[src/rtl/mcfb_pkg.sv]
// Shared types and constants of the motor command frame builder.
package mcfb_pkg;

  // Frame geometry
  localparam int FRAME_BYTES = 10;
  localparam int IDX_W       = $clog2(FRAME_BYTES);
  localparam logic [IDX_W-1:0] LAST_IDX = IDX_W'(FRAME_BYTES - 1);

  // Byte positions inside a frame
  localparam logic [IDX_W-1:0] POS_ADDR     = IDX_W'(0);
  localparam logic [IDX_W-1:0] POS_OPCODE   = IDX_W'(1);
  localparam logic [IDX_W-1:0] POS_SPEED_HI = IDX_W'(2);
  localparam logic [IDX_W-1:0] POS_SPEED_LO = IDX_W'(3);

  // Reflected CRC-8 polynomial, initial value zero
  localparam logic [7:0] CRC_POLY = 8'h8C;
  localparam logic [7:0] CRC_INIT = 8'h00;

  // Command queue between front and back
  localparam int QUEUE_DEPTH = 2;

  // Configuration register file
  localparam int CFG_IDX_W  = 2;
  localparam int CFG_DATA_W = 15;
  localparam logic [CFG_IDX_W-1:0] CFG_SPEED_LIMIT     = CFG_IDX_W'(0);
  localparam logic [CFG_IDX_W-1:0] CFG_VELOCITY_OPCODE = CFG_IDX_W'(1);
  localparam logic [CFG_IDX_W-1:0] CFG_STATUS_OPCODE   = CFG_IDX_W'(2);

  localparam logic [14:0] SPEED_LIMIT_RST     = 15'd330;
  localparam logic [7:0]  VELOCITY_OPCODE_RST = 8'd100;
  localparam logic [7:0]  STATUS_OPCODE_RST   = 8'd116;

  // Request kinds carried in tuser
  typedef enum logic {
    REQ_VELOCITY = 1'b0,
    REQ_STATUS   = 1'b1
  } req_type_e;

  // One classified command waiting for serialization
  typedef struct packed {
    logic        is_vel;
    logic [7:0]  addr;
    logic [7:0]  opcode;
    logic [15:0] speed;
  } frame_cmd_t;

endpackage

[src/rtl/mcfb_front.sv]
// Front end: accepts commands, clamps and rounds the speed, pushes frame commands.
module mcfb_front #(
  parameter int SPEED_FRAC_BITS = 4
) (
  input  logic                clk_i,
  input  logic                rst_ni,
  input  logic                s_axis_tvalid,
  output logic                s_axis_tready,
  input  logic [31:0]         s_axis_tdata,
  input  logic                s_axis_tuser,
  input  logic [14:0]         speed_limit_i,
  input  logic [7:0]          velocity_opcode_i,
  input  logic [7:0]          status_opcode_i,
  output logic                push_valid_o,
  input  logic                push_ready_i,
  output mcfb_pkg::frame_cmd_t push_data_o
);

  localparam int CW = (SPEED_FRAC_BITS + 17 > 21) ? SPEED_FRAC_BITS + 17 : 21;
  localparam logic [CW-1:0] HALF = CW'((1 << SPEED_FRAC_BITS) >> 1);

  logic [7:0]    in_addr;
  logic [19:0]   in_speed;
  logic          in_vel;
  logic [CW-1:0] v_ext;
  logic [CW-1:0] abs_v;
  logic [CW-1:0] lim;
  logic [CW-1:0] mag;
  logic          accept;

  logic          st_valid_q, st_valid_d;
  logic [7:0]    st_addr_q;
  logic [7:0]    st_op_q;
  logic          st_vel_q;
  logic          st_neg_q;
  logic [CW-1:0] st_mag_q;

  logic [CW-1:0] rnd_sum;
  logic [CW-1:0] rnd_whole;
  logic [15:0]   word;

  // Unpack and classify the incoming command
  assign in_addr  = s_axis_tdata[7:0];
  assign in_speed = s_axis_tdata[27:8];
  assign in_vel   = (mcfb_pkg::req_type_e'(s_axis_tuser) == mcfb_pkg::REQ_VELOCITY);

  // Clamp the magnitude to the limit in fixed point
  assign v_ext  = {{(CW-20){in_speed[19]}}, in_speed};
  assign abs_v  = v_ext[CW-1] ? (~v_ext + CW'(1)) : v_ext;
  assign lim    = CW'(speed_limit_i) << SPEED_FRAC_BITS;
  assign mag    = (abs_v > lim) ? lim : abs_v;

  assign s_axis_tready = !st_valid_q || push_ready_i;
  assign accept        = s_axis_tvalid && s_axis_tready;

  // Hold stage valid until the queue takes the command
  always_comb begin
    st_valid_d = st_valid_q;
    if (accept) begin
      st_valid_d = 1'b1;
    end else if (push_ready_i) begin
      st_valid_d = 1'b0;
    end
  end

  always_ff @(posedge clk_i or negedge rst_ni) begin
    if (!rst_ni) begin
      st_valid_q <= 1'b0;
    end else begin
      st_valid_q <= st_valid_d;
    end
  end

  always_ff @(posedge clk_i) begin
    if (accept) begin
      st_addr_q <= in_addr;
      st_op_q   <= in_vel ? velocity_opcode_i : status_opcode_i;
      st_vel_q  <= in_vel;
      st_neg_q  <= v_ext[CW-1];
      st_mag_q  <= mag;
    end
  end

  // Round half away from zero and restore the sign
  assign rnd_sum   = st_mag_q + HALF;
  assign rnd_whole = rnd_sum >> SPEED_FRAC_BITS;
  assign word      = st_neg_q ? (~rnd_whole[15:0] + 16'd1) : rnd_whole[15:0];

  assign push_valid_o       = st_valid_q;
  assign push_data_o.is_vel = st_vel_q;
  assign push_data_o.addr   = st_addr_q;
  assign push_data_o.opcode = st_op_q;
  assign push_data_o.speed  = word;

endmodule

[src/rtl/mcfb_queue.sv]
// Short command queue between the front end and the frame serializer.
module mcfb_queue (
  input  logic                 clk_i,
  input  logic                 rst_ni,
  input  logic                 push_valid_i,
  output logic                 push_ready_o,
  input  mcfb_pkg::frame_cmd_t push_data_i,
  output logic                 head_valid_o,
  input  logic                 pop_i,
  output mcfb_pkg::frame_cmd_t head_data_o
);

  localparam int DEPTH = mcfb_pkg::QUEUE_DEPTH;
  localparam int PTR_W = (DEPTH > 1) ? $clog2(DEPTH) : 1;
  localparam int CNT_W = $clog2(DEPTH + 1);

  mcfb_pkg::frame_cmd_t mem_q [DEPTH];
  logic [PTR_W-1:0] wr_ptr_q, wr_ptr_d;
  logic [PTR_W-1:0] rd_ptr_q, rd_ptr_d;
  logic [CNT_W-1:0] count_q, count_d;
  logic push;
  logic pop;

  assign push_ready_o = (count_q != CNT_W'(DEPTH));
  assign head_valid_o = (count_q != '0);
  assign head_data_o  = mem_q[rd_ptr_q];
  assign push = push_valid_i && push_ready_o;
  assign pop  = pop_i && head_valid_o;

  // Advance pointers with wrap at the queue depth
  always_comb begin
    wr_ptr_d = wr_ptr_q;
    rd_ptr_d = rd_ptr_q;
    count_d  = count_q;
    if (push) begin
      wr_ptr_d = (wr_ptr_q == PTR_W'(DEPTH - 1)) ? '0 : wr_ptr_q + PTR_W'(1);
    end
    if (pop) begin
      rd_ptr_d = (rd_ptr_q == PTR_W'(DEPTH - 1)) ? '0 : rd_ptr_q + PTR_W'(1);
    end
    if (push && !pop) begin
      count_d = count_q + CNT_W'(1);
    end else if (pop && !push) begin
      count_d = count_q - CNT_W'(1);
    end
  end

  always_ff @(posedge clk_i or negedge rst_ni) begin
    if (!rst_ni) begin
      wr_ptr_q <= '0;
      rd_ptr_q <= '0;
      count_q  <= '0;
    end else begin
      wr_ptr_q <= wr_ptr_d;
      rd_ptr_q <= rd_ptr_d;
      count_q  <= count_d;
    end
  end

  always_ff @(posedge clk_i) begin
    if (push) begin
      mem_q[wr_ptr_q] <= push_data_i;
    end
  end

endmodule

[src/rtl/mcfb_back.sv]
// Back end: serializes one frame command into bytes and appends the CRC-8.
module mcfb_back (
  input  logic                 clk_i,
  input  logic                 rst_ni,
  input  logic                 head_valid_i,
  input  mcfb_pkg::frame_cmd_t head_data_i,
  output logic                 pop_o,
  output logic                 m_axis_tvalid,
  input  logic                 m_axis_tready,
  output logic [7:0]           m_axis_tdata,
  output logic                 m_axis_tlast
);

  logic [mcfb_pkg::IDX_W-1:0] idx_q, idx_d;
  logic [7:0] crc_q, crc_d;
  logic       out_valid_q, out_valid_d;
  logic [7:0] out_byte_q;
  logic       out_last_q;
  logic       load;
  logic       at_last;
  logic [7:0] byte_sel;

  // One byte of reflected CRC-8 update
  function automatic logic [7:0] crc8_step(input logic [7:0] crc, input logic [7:0] data);
    logic [7:0] c;
    c = crc ^ data;
    for (int b = 0; b < 8; b++) begin
      c = c[0] ? ((c >> 1) ^ mcfb_pkg::CRC_POLY) : (c >> 1);
    end
    return c;
  endfunction

  assign load    = head_valid_i && (!out_valid_q || m_axis_tready);
  assign at_last = (idx_q == mcfb_pkg::LAST_IDX);
  assign pop_o   = load && at_last;

  // Pick the byte for the current frame position
  always_comb begin
    byte_sel = 8'h00;
    if (at_last) begin
      byte_sel = crc_q;
    end else if (idx_q == mcfb_pkg::POS_ADDR) begin
      byte_sel = head_data_i.addr;
    end else if (idx_q == mcfb_pkg::POS_OPCODE) begin
      byte_sel = head_data_i.opcode;
    end else if (idx_q == mcfb_pkg::POS_SPEED_HI && head_data_i.is_vel) begin
      byte_sel = head_data_i.speed[15:8];
    end else if (idx_q == mcfb_pkg::POS_SPEED_LO && head_data_i.is_vel) begin
      byte_sel = head_data_i.speed[7:0];
    end
  end

  // Advance position and CRC on each byte loaded; after the CRC byte reset both
  always_comb begin
    idx_d       = idx_q;
    crc_d       = crc_q;
    out_valid_d = out_valid_q;
    if (load) begin
      out_valid_d = 1'b1;
      if (at_last) begin
        idx_d = '0;
        crc_d = mcfb_pkg::CRC_INIT;
      end else begin
        idx_d = idx_q + mcfb_pkg::IDX_W'(1);
        crc_d = crc8_step(crc_q, byte_sel);
      end
    end else if (m_axis_tready) begin
      out_valid_d = 1'b0;
    end
  end

  always_ff @(posedge clk_i or negedge rst_ni) begin
    if (!rst_ni) begin
      idx_q       <= '0;
      crc_q       <= mcfb_pkg::CRC_INIT;
      out_valid_q <= 1'b0;
    end else begin
      idx_q       <= idx_d;
      crc_q       <= crc_d;
      out_valid_q <= out_valid_d;
    end
  end

  always_ff @(posedge clk_i) begin
    if (load) begin
      out_byte_q <= byte_sel;
      out_last_q <= at_last;
    end
  end

  assign m_axis_tvalid = out_valid_q;
  assign m_axis_tdata  = out_byte_q;
  assign m_axis_tlast  = out_last_q;

endmodule

[src/rtl/motor_command_frame_builder.sv]
// A command passes the front-end stage register, the queue and the back-end output register;
// then one byte a cycle while m_axis_tready is high, ten bytes per frame.
// A two-entry queue lets the front accept commands while the back still sends a frame.
// The CRC byte follows the ninth byte directly; a queued next frame follows without a gap.
// Reset (rst_ni low, asynchronous) empties the pipeline and queue and loads register defaults.
// Top level: configuration registers, front end, command queue and frame serializer.
module motor_command_frame_builder #(
  parameter int SPEED_FRAC_BITS = 4
) (
  input  logic        clk_i,
  input  logic        rst_ni,
  input  logic        cfg_we_i,
  input  logic [1:0]  cfg_index_i,
  input  logic [14:0] cfg_data_i,
  input  logic        s_axis_tvalid,
  output logic        s_axis_tready,
  input  logic [31:0] s_axis_tdata,   // [7:0] motor_address, [27:8] target_speed, [31:28] zero
  input  logic        s_axis_tuser,   // [0] req_type
  output logic        m_axis_tvalid,
  input  logic        m_axis_tready,
  output logic [7:0]  m_axis_tdata,   // [7:0] frame_byte
  output logic        m_axis_tlast
);

  logic [14:0] speed_limit_q;
  logic [7:0]  velocity_opcode_q;
  logic [7:0]  status_opcode_q;

  logic                 push_valid;
  logic                 push_ready;
  mcfb_pkg::frame_cmd_t push_data;
  logic                 head_valid;
  logic                 pop;
  mcfb_pkg::frame_cmd_t head_data;

  // Write configuration registers, drop unknown indexes
  always_ff @(posedge clk_i or negedge rst_ni) begin
    if (!rst_ni) begin
      speed_limit_q     <= mcfb_pkg::SPEED_LIMIT_RST;
      velocity_opcode_q <= mcfb_pkg::VELOCITY_OPCODE_RST;
      status_opcode_q   <= mcfb_pkg::STATUS_OPCODE_RST;
    end else if (cfg_we_i) begin
      if (cfg_index_i == mcfb_pkg::CFG_SPEED_LIMIT) begin
        speed_limit_q <= cfg_data_i;
      end else if (cfg_index_i == mcfb_pkg::CFG_VELOCITY_OPCODE) begin
        velocity_opcode_q <= cfg_data_i[7:0];
      end else if (cfg_index_i == mcfb_pkg::CFG_STATUS_OPCODE) begin
        status_opcode_q <= cfg_data_i[7:0];
      end
    end
  end

  mcfb_front #(
    .SPEED_FRAC_BITS(SPEED_FRAC_BITS)
  ) u_front (
    .clk_i            (clk_i),
    .rst_ni           (rst_ni),
    .s_axis_tvalid    (s_axis_tvalid),
    .s_axis_tready    (s_axis_tready),
    .s_axis_tdata     (s_axis_tdata),
    .s_axis_tuser     (s_axis_tuser),
    .speed_limit_i    (speed_limit_q),
    .velocity_opcode_i(velocity_opcode_q),
    .status_opcode_i  (status_opcode_q),
    .push_valid_o     (push_valid),
    .push_ready_i     (push_ready),
    .push_data_o      (push_data)
  );

  mcfb_queue u_queue (
    .clk_i       (clk_i),
    .rst_ni      (rst_ni),
    .push_valid_i(push_valid),
    .push_ready_o(push_ready),
    .push_data_i (push_data),
    .head_valid_o(head_valid),
    .pop_i       (pop),
    .head_data_o (head_data)
  );

  mcfb_back u_back (
    .clk_i        (clk_i),
    .rst_ni       (rst_ni),
    .head_valid_i (head_valid),
    .head_data_i  (head_data),
    .pop_o        (pop),
    .m_axis_tvalid(m_axis_tvalid),
    .m_axis_tready(m_axis_tready),
    .m_axis_tdata (m_axis_tdata),
    .m_axis_tlast (m_axis_tlast)
  );

endmodule

[config.mk]
export PLATFORM = sky130hd
export DESIGN_NAME = motor_command_frame_builder
export DESIGN_NICKNAME = d
export VERILOG_FILES = /design/src/rtl/mcfb_pkg.sv /design/src/rtl/mcfb_front.sv /design/src/rtl/mcfb_queue.sv /design/src/rtl/mcfb_back.sv /design/src/rtl/motor_command_frame_builder.sv
export SDC_FILE = /design/constraint.sdc
export NUM_CORES = 1
export LEC_CHECK = 0
export BUFFER_PORTS_ARGS = -buffer_cell sky130_fd_sc_hd__buf_2
export CAP_MARGIN = 40
export CELL_PAD_IN_SITES_DETAIL_PLACEMENT = 1
export CELL_PAD_IN_SITES_GLOBAL_PLACEMENT = 1
export CORE_ASPECT_RATIO = 1.25
export CORE_MARGIN = 2
export CORE_UTILIZATION = 30
export CTS_CLUSTER_DIAMETER = 30
export DETAILED_ROUTE_END_ITERATION = 10
export PLACE_DENSITY = 0.59
export SYNTH_ARGS = -nofsm -noshare
export SYNTH_HDL_FRONTEND = slang
export SYNTH_SLANG_ARGS = --single-unit
[constraint.sdc]
create_clock -name clk_i -period 5.4 [get_ports clk_i]
set_input_delay 0.54 -clock clk_i [delete_from_list [all_inputs] [get_ports clk_i]]
set_output_delay 0.54 -clock clk_i [all_outputs]
set_load 0.02 [all_outputs]
==> report_table.html <==
<table>
<tr><th>Metric</th><th>Value</th></tr>
<tr><th colspan="2">Power and ir drop</th></tr>
<tr><td>Switching share of total power</td><td>0.361</td></tr>
<tr><td>Power density over cell area</td><td>around 570 mW/mm2</td></tr>
<tr><td>Leak</td><td>roughly 3.5 nW</td></tr>
<tr><td>Worst vdd rail ir drop</td><td>0.305 mV</td></tr>
<tr><td>Power share of the clock group</td><td>0.230</td></tr>
<tr><td>Net Switching</td><td>around 1.9 mW</td></tr>
<tr><td>Sequential power share</td><td>0.385</td></tr>
<tr><td>Internal</td><td>3.37 mW</td></tr>
<tr><td>Gate power share</td><td>0.385</td></tr>
<tr><th colspan="2">Place</th></tr>
<tr><td>Cell area after placement</td><td>0.00868 mm2</td></tr>
<tr><td>Number of buffers inserted by port buffering</td><td>61</td></tr>
<tr><td>Detailed placer's ending HPWL</td><td>roughly 13000 um</td></tr>
<tr><td>Global placement routability congestion</td><td>0.798</td></tr>
<tr><th colspan="2">Synth</th></tr>
<tr><td>Share of async-settable or async-resettable flops after synthesis</td><td>0.308</td></tr>
<tr><td>Post-synthesis cell type count</td><td>54</td></tr>
<tr><td>Synthesized cell area</td><td>~0.0079 mm2</td></tr>
<tr><td>Mean instance size in the synthesized netlist</td><td>around 13 um2</td></tr>
<tr><td>Net count after synthesis</td><td>about 700</td></tr>
<tr><td>Sequential area share after synthesis</td><td>0.574</td></tr>
<tr><td>Number of warnings printed during yosys synthesis</td><td>0</td></tr>
<tr><td>Register bit count reported by yosys</td><td>between 150 and 200</td></tr>
<tr><td>Number of instances in the synthesized netlist</td><td>slightly above 600</td></tr>
<tr><td>Flip-flop cell with the highest count after synthesis</td><td>sky130_fd_sc_hd__edfxtp_1</td></tr>
<tr><td>Number of enable flip-flop cells after synthesis</td><td>110</td></tr>
<tr><th colspan="2">Clock tree</th></tr>
<tr><td>CTS max path bufs</td><td>2</td></tr>
<tr><td>Num CTS Buffers</td><td>17</td></tr>
<tr><td>CTS Hold Bufs</td><td>0</td></tr>
<tr><td>Clk pin slew, worst setup/hold paths</td><td>approximately 0.07 ns</td></tr>
<tr><td>Clk sink count</td><td>around 160</td></tr>
<tr><td>Number of H-tree levels</td><td>4</td></tr>
<tr><td>TritonCTS clock tree</td><td>built</td></tr>
<tr><td>Clk_lat worst skew</td><td>roughly 0.43 ns</td></tr>
<tr><td>Cell at the root of the clock tree</td><td>sky130_fd_sc_hd__clkbuf_16</td></tr>
<tr><td>Post-CTS Setup Repair Bufs</td><td>0</td></tr>
<tr><td># resized after CTS</td><td>0</td></tr>
<tr><th colspan="2">Route</th></tr>
<tr><td>Routed via count</td><td>4975</td></tr>
<tr><td>Post-DRT Antenna Nets</td><td>0</td></tr>
<tr><td>Number of detailed-routing iterations run before antenna repair</td><td>4</td></tr>
<tr><td>DRC violation total after the first TritonRoute iteration</td><td>approximately 160</td></tr>
<tr><td>Via-to-Cell Ratio</td><td>4.75</td></tr>
<tr><td>Wire per inst</td><td>16.2 um</td></tr>
<tr><td>DRC violation count after routing</td><td>0</td></tr>
<tr><td>Routed wire length</td><td>17000 um</td></tr>
<tr><th colspan="2">Worst setup path</th></tr>
<tr><td>Critical path startpoint category</td><td>input port</td></tr>
<tr><td>Total buffers and inverters traversed by the critical path</td><td>1</td></tr>
<tr><td>Cell family with the largest share of critical-path delay</td><td>simple AND/OR/NAND/NOR gates</td></tr>
<tr><td>Crit Reg-Reg Endpoint</td><td>u_back.crc_q[7]</td></tr>
<tr><td>Cell mode on critical path</td><td>sky130_fd_sc_hd__nand2_1</td></tr>
<tr><td>Worst-path cell chain</td><td>buf_2 -&gt; or4_1 -&gt; nor3_2 -&gt; nand4_1 -&gt; o41ai_1 -&gt; xnor2_1 -&gt; ha_1 -&gt; nand2_1 -&gt; a2111oi_0 -&gt; o2111ai_1 -&gt; a21oi_1 -&gt; nand2_1 -&gt; mux2_1</td></tr>
<tr><td>Req. time, crit path</td><td>about 5.6 ns</td></tr>
<tr><td>Largest incremental delay on the critical path</td><td>about 0.6 ns</td></tr>
<tr><td>Crit. End Element</td><td>register</td></tr>
<tr><td>Critical-path cell with the highest stage delay</td><td>sky130_fd_sc_hd__or4_1</td></tr>
<tr><td>Crit Path Class</td><td>input port to register</td></tr>
<tr><td>Arrival time at the worst endpoint</td><td>approximately 4.4 ns</td></tr>
<tr><td>CP Max Fanout</td><td>15</td></tr>
<tr><td>FF-to-FF path depth</td><td>11</td></tr>
<tr><td>Launch point of the worst path</td><td>s_axis_tdata[15]</td></tr>
<tr><td>Worst reg2reg path startpoint</td><td>u_back.idx_q[3]</td></tr>
<tr><td>Reg2Reg Setup Slack</td><td>approximately 2.0 ns</td></tr>
<tr><th colspan="2">Outcome</th></tr>
<tr><td>Outcome</td><td>finished clean</td></tr>
<tr><th colspan="2">Layout</th></tr>
<tr><td>Leading cell type in the layout, fill and taps excluded</td><td>sky130_fd_sc_hd__edfxtp_1</td></tr>
<tr><td>Filler Cells Inserted</td><td>2846</td></tr>
<tr><td>Register cell area after layout</td><td>~0.0045 mm2</td></tr>
<tr><td>NumNets Final</td><td>770</td></tr>
<tr><td>Ratio of cells with drive above 1 in the final layout</td><td>0.239</td></tr>
<tr><td>Antenna diode instance count</td><td>0</td></tr>
<tr><td>Leading cell types in the layout, fill and taps excluded</td><td>sky130_fd_sc_hd__edfxtp_1 (110), sky130_fd_sc_hd__nand2_1 (69), sky130_fd_sc_hd__buf_2 (61)</td></tr>
<tr><td>Multi-input gate area in the final layout</td><td>0.00320 mm2</td></tr>
<tr><td>Post-synthesis to final-layout area growth</td><td>17.3%</td></tr>
<tr><td>Final non-filler cell area</td><td>about 0.0093 mm2</td></tr>
<tr><th colspan="2">Die</th></tr>
<tr><td>Die outline area</td><td>0.0277 mm2</td></tr>
<tr><td>Rows</td><td>66</td></tr>
<tr><td>Die outline width</td><td>149 um</td></tr>
<tr><td>Core area</td><td>around 0.026 mm2</td></tr>
<tr><td>Height of the chip</td><td>186 um</td></tr>
<tr><td># IOs</td><td>between 60 and 70</td></tr>
<tr><td>Initial Util</td><td>0.304</td></tr>
<tr><th colspan="2">STA</th></tr>
<tr><td>Max Slew Vio Count</td><td>0</td></tr>
<tr><td>Final setup viols</td><td>0</td></tr>
<tr><td>Period minus WS final</td><td>4.22 ns</td></tr>
<tr><td>Tcrit/Tclk final</td><td>0.781</td></tr>
<tr><td>Final hold violation count</td><td>0</td></tr>
<tr><td>Transition time at the pin with the least slew margin</td><td>between 0.7 and 0.8 ns</td></tr>
<tr><td>Relative slew slack</td><td>0.524</td></tr>
<tr><td>RSZ-0062 raised after global routing</td><td>no</td></tr>
<tr><td>Post-Route Setup TNS</td><td>0 ns</td></tr>
<tr><td>Achievable clock frequency</td><td>237 MHz</td></tr>
<tr><td>Worst setup skew after layout</td><td>0.0101 ns</td></tr>
<tr><th colspan="2">Global routing</th></tr>
<tr><td>Number of antenna violations at the first check in global routing</td><td>0</td></tr>
<tr><td>Remaining Overflow, GRT</td><td>0</td></tr>
<tr><td>Overall track demand over capacity in global routing</td><td>0.130</td></tr>
<tr><td>Maximum number of pins on one net before global-route repair</td><td>50</td></tr>
<tr><td>Global-route wire length before repair</td><td>~28000 um</td></tr>
<tr><td>Vias in the first global route</td><td>5529</td></tr>
<tr><th colspan="2">Hold path</th></tr>
<tr><td>Class of the tightest hold or removal check</td><td>input port to asynchronous set/reset pin</td></tr>
<tr><th colspan="2">Flow run</th></tr>
<tr><td>Max-cap violations</td><td>0</td></tr>
</table>
-- layout make-up --
| cell class | count | share of cell area |
|---|---|---|
| tap | 340 | 0.0458 |
| multi-input combinational | 419 | 0.344 |
| clock buffer | 17 | 0.0458 |
| clock inverter | 15 | 0.0199 |
| inverter | 28 | 0.0113 |
| timing repair buffer | 70 | 0.0437 |
| sequential | 159 | 0.489 |
-- worst register-to-register path, delay by kind of cell (launching register included) --
family,cells,cell delay [ns]
AND/OR/NAND/NOR,4,0.96
XOR/XNOR,3,0.89
buffers and inverters,1,0.48
flip-flops,1,0.47
multiplexers,1,0.35
AO/OA/AOI/OAI,2,0.18
-- logic make-up after synthesis --
group                      synth area share
buffers and inverters                0.0235
muxes                                 0.110
xor gates and xnor gates             0.0825
AOI/OAI and AO/OA                    0.0736
adders and majority gates            0.0316
and+or+nand+nor                       0.104
DFF                                   0.574
other                              0.000474
-- metal layers --
layer	wire [um]	GRT usage
met2	9030	0.244
met5	0	0
met1	7220	0.148
met3	400	0.0225
met4	309	0.0423
-- flip-flops by register name (all words and copies together), names as in the netlist, 2 cells and up --
name	count
u_front.st_addr_q	8
u_front.st_op_q	8
speed_limit_q	15
u_front.st_mag_q	17
u_back.idx_q	4
u_queue.mem_q	66
u_queue.count_q	2
u_back.m_axis_tdata	8
u_back.crc_q	8
velocity_opcode_q	8
status_opcode_q	8
-- metrics by stage --
step	total power, mW	cells	hold WS, ns	worst slack (ns)	utilization
after detailed placement	4.11	1016	0.433	0.721	0.334
after global placement	4.00	1014	0.430	0.819	0.332
after global routing	5.62	1048	0.260	0.929	0.357
after CTS	5.35	1048	0.261	1.17	0.357
after floorplan	3.57	623	0.244	1.51	-
final	5.27	1048	0.245	1.18	0.357
-- cells in the mapped netlist, drive strengths merged, types with 2 or more instances --
cell     count  share of area
nor2b        6         0.0047
or2          2         0.0016
inv         28          0.013
mux2i       14          0.018
nand2       69          0.033
a32oi        5         0.0055
o21a         6         0.0057
ha          20          0.032
o221ai       2         0.0022
nand3b       5         0.0047
o22ai        2         0.0016
and3         2         0.0016
dfstp       11          0.037
a21o         5         0.0047
a21oi       10         0.0063
o31ai        7         0.0066
nand3       13         0.0082
xor2        18          0.020
o211ai       2         0.0019
nand4       10         0.0079
mux2        45          0.064
a211o        2         0.0022
and2         4         0.0032
nand2b       7         0.0055
a22o         3         0.0033
xnor2       53          0.060
o2111ai      2         0.0022
or3          5         0.0040
nor3b        4         0.0052
nor3        10         0.0076
edfxtp     110           0.42
mux4        10          0.028
or4          2         0.0019
nor2        26          0.013
o41ai        3         0.0033
o21ai       36          0.023
a211oi       3         0.0028
buf          5         0.0046
clkbuf      12         0.0057
dfrtp       38           0.12
-- power groups by stage --
stage	clock, mW	combinational, mW	sequential (mW)
after floorplan	0	1.54	2.03
after global placement	0	1.95	2.05
after detailed placement	0	2.05	2.06
after CTS	1.25	2.07	2.03
after global routing	1.29	2.25	2.08
final	1.21	2.03	2.03
-- worst max path at each step --
stage / end / slack, ns / depth (start not counted)
global placement: u_front.st_mag_q[15] / 0.82 / 13
CTS: u_front.st_mag_q[9] / 1.17 / 13
floorplan: u_front.st_mag_q[10] / 1.51 / 13
detailed placement: u_front.st_mag_q[9] / 0.72 / 13
global route: u_front.st_mag_q[15] / 0.93 / 13
finish: u_front.st_mag_q[12] / 1.18 / 13
No activity file was read; power rests on OpenSTA's default activity.
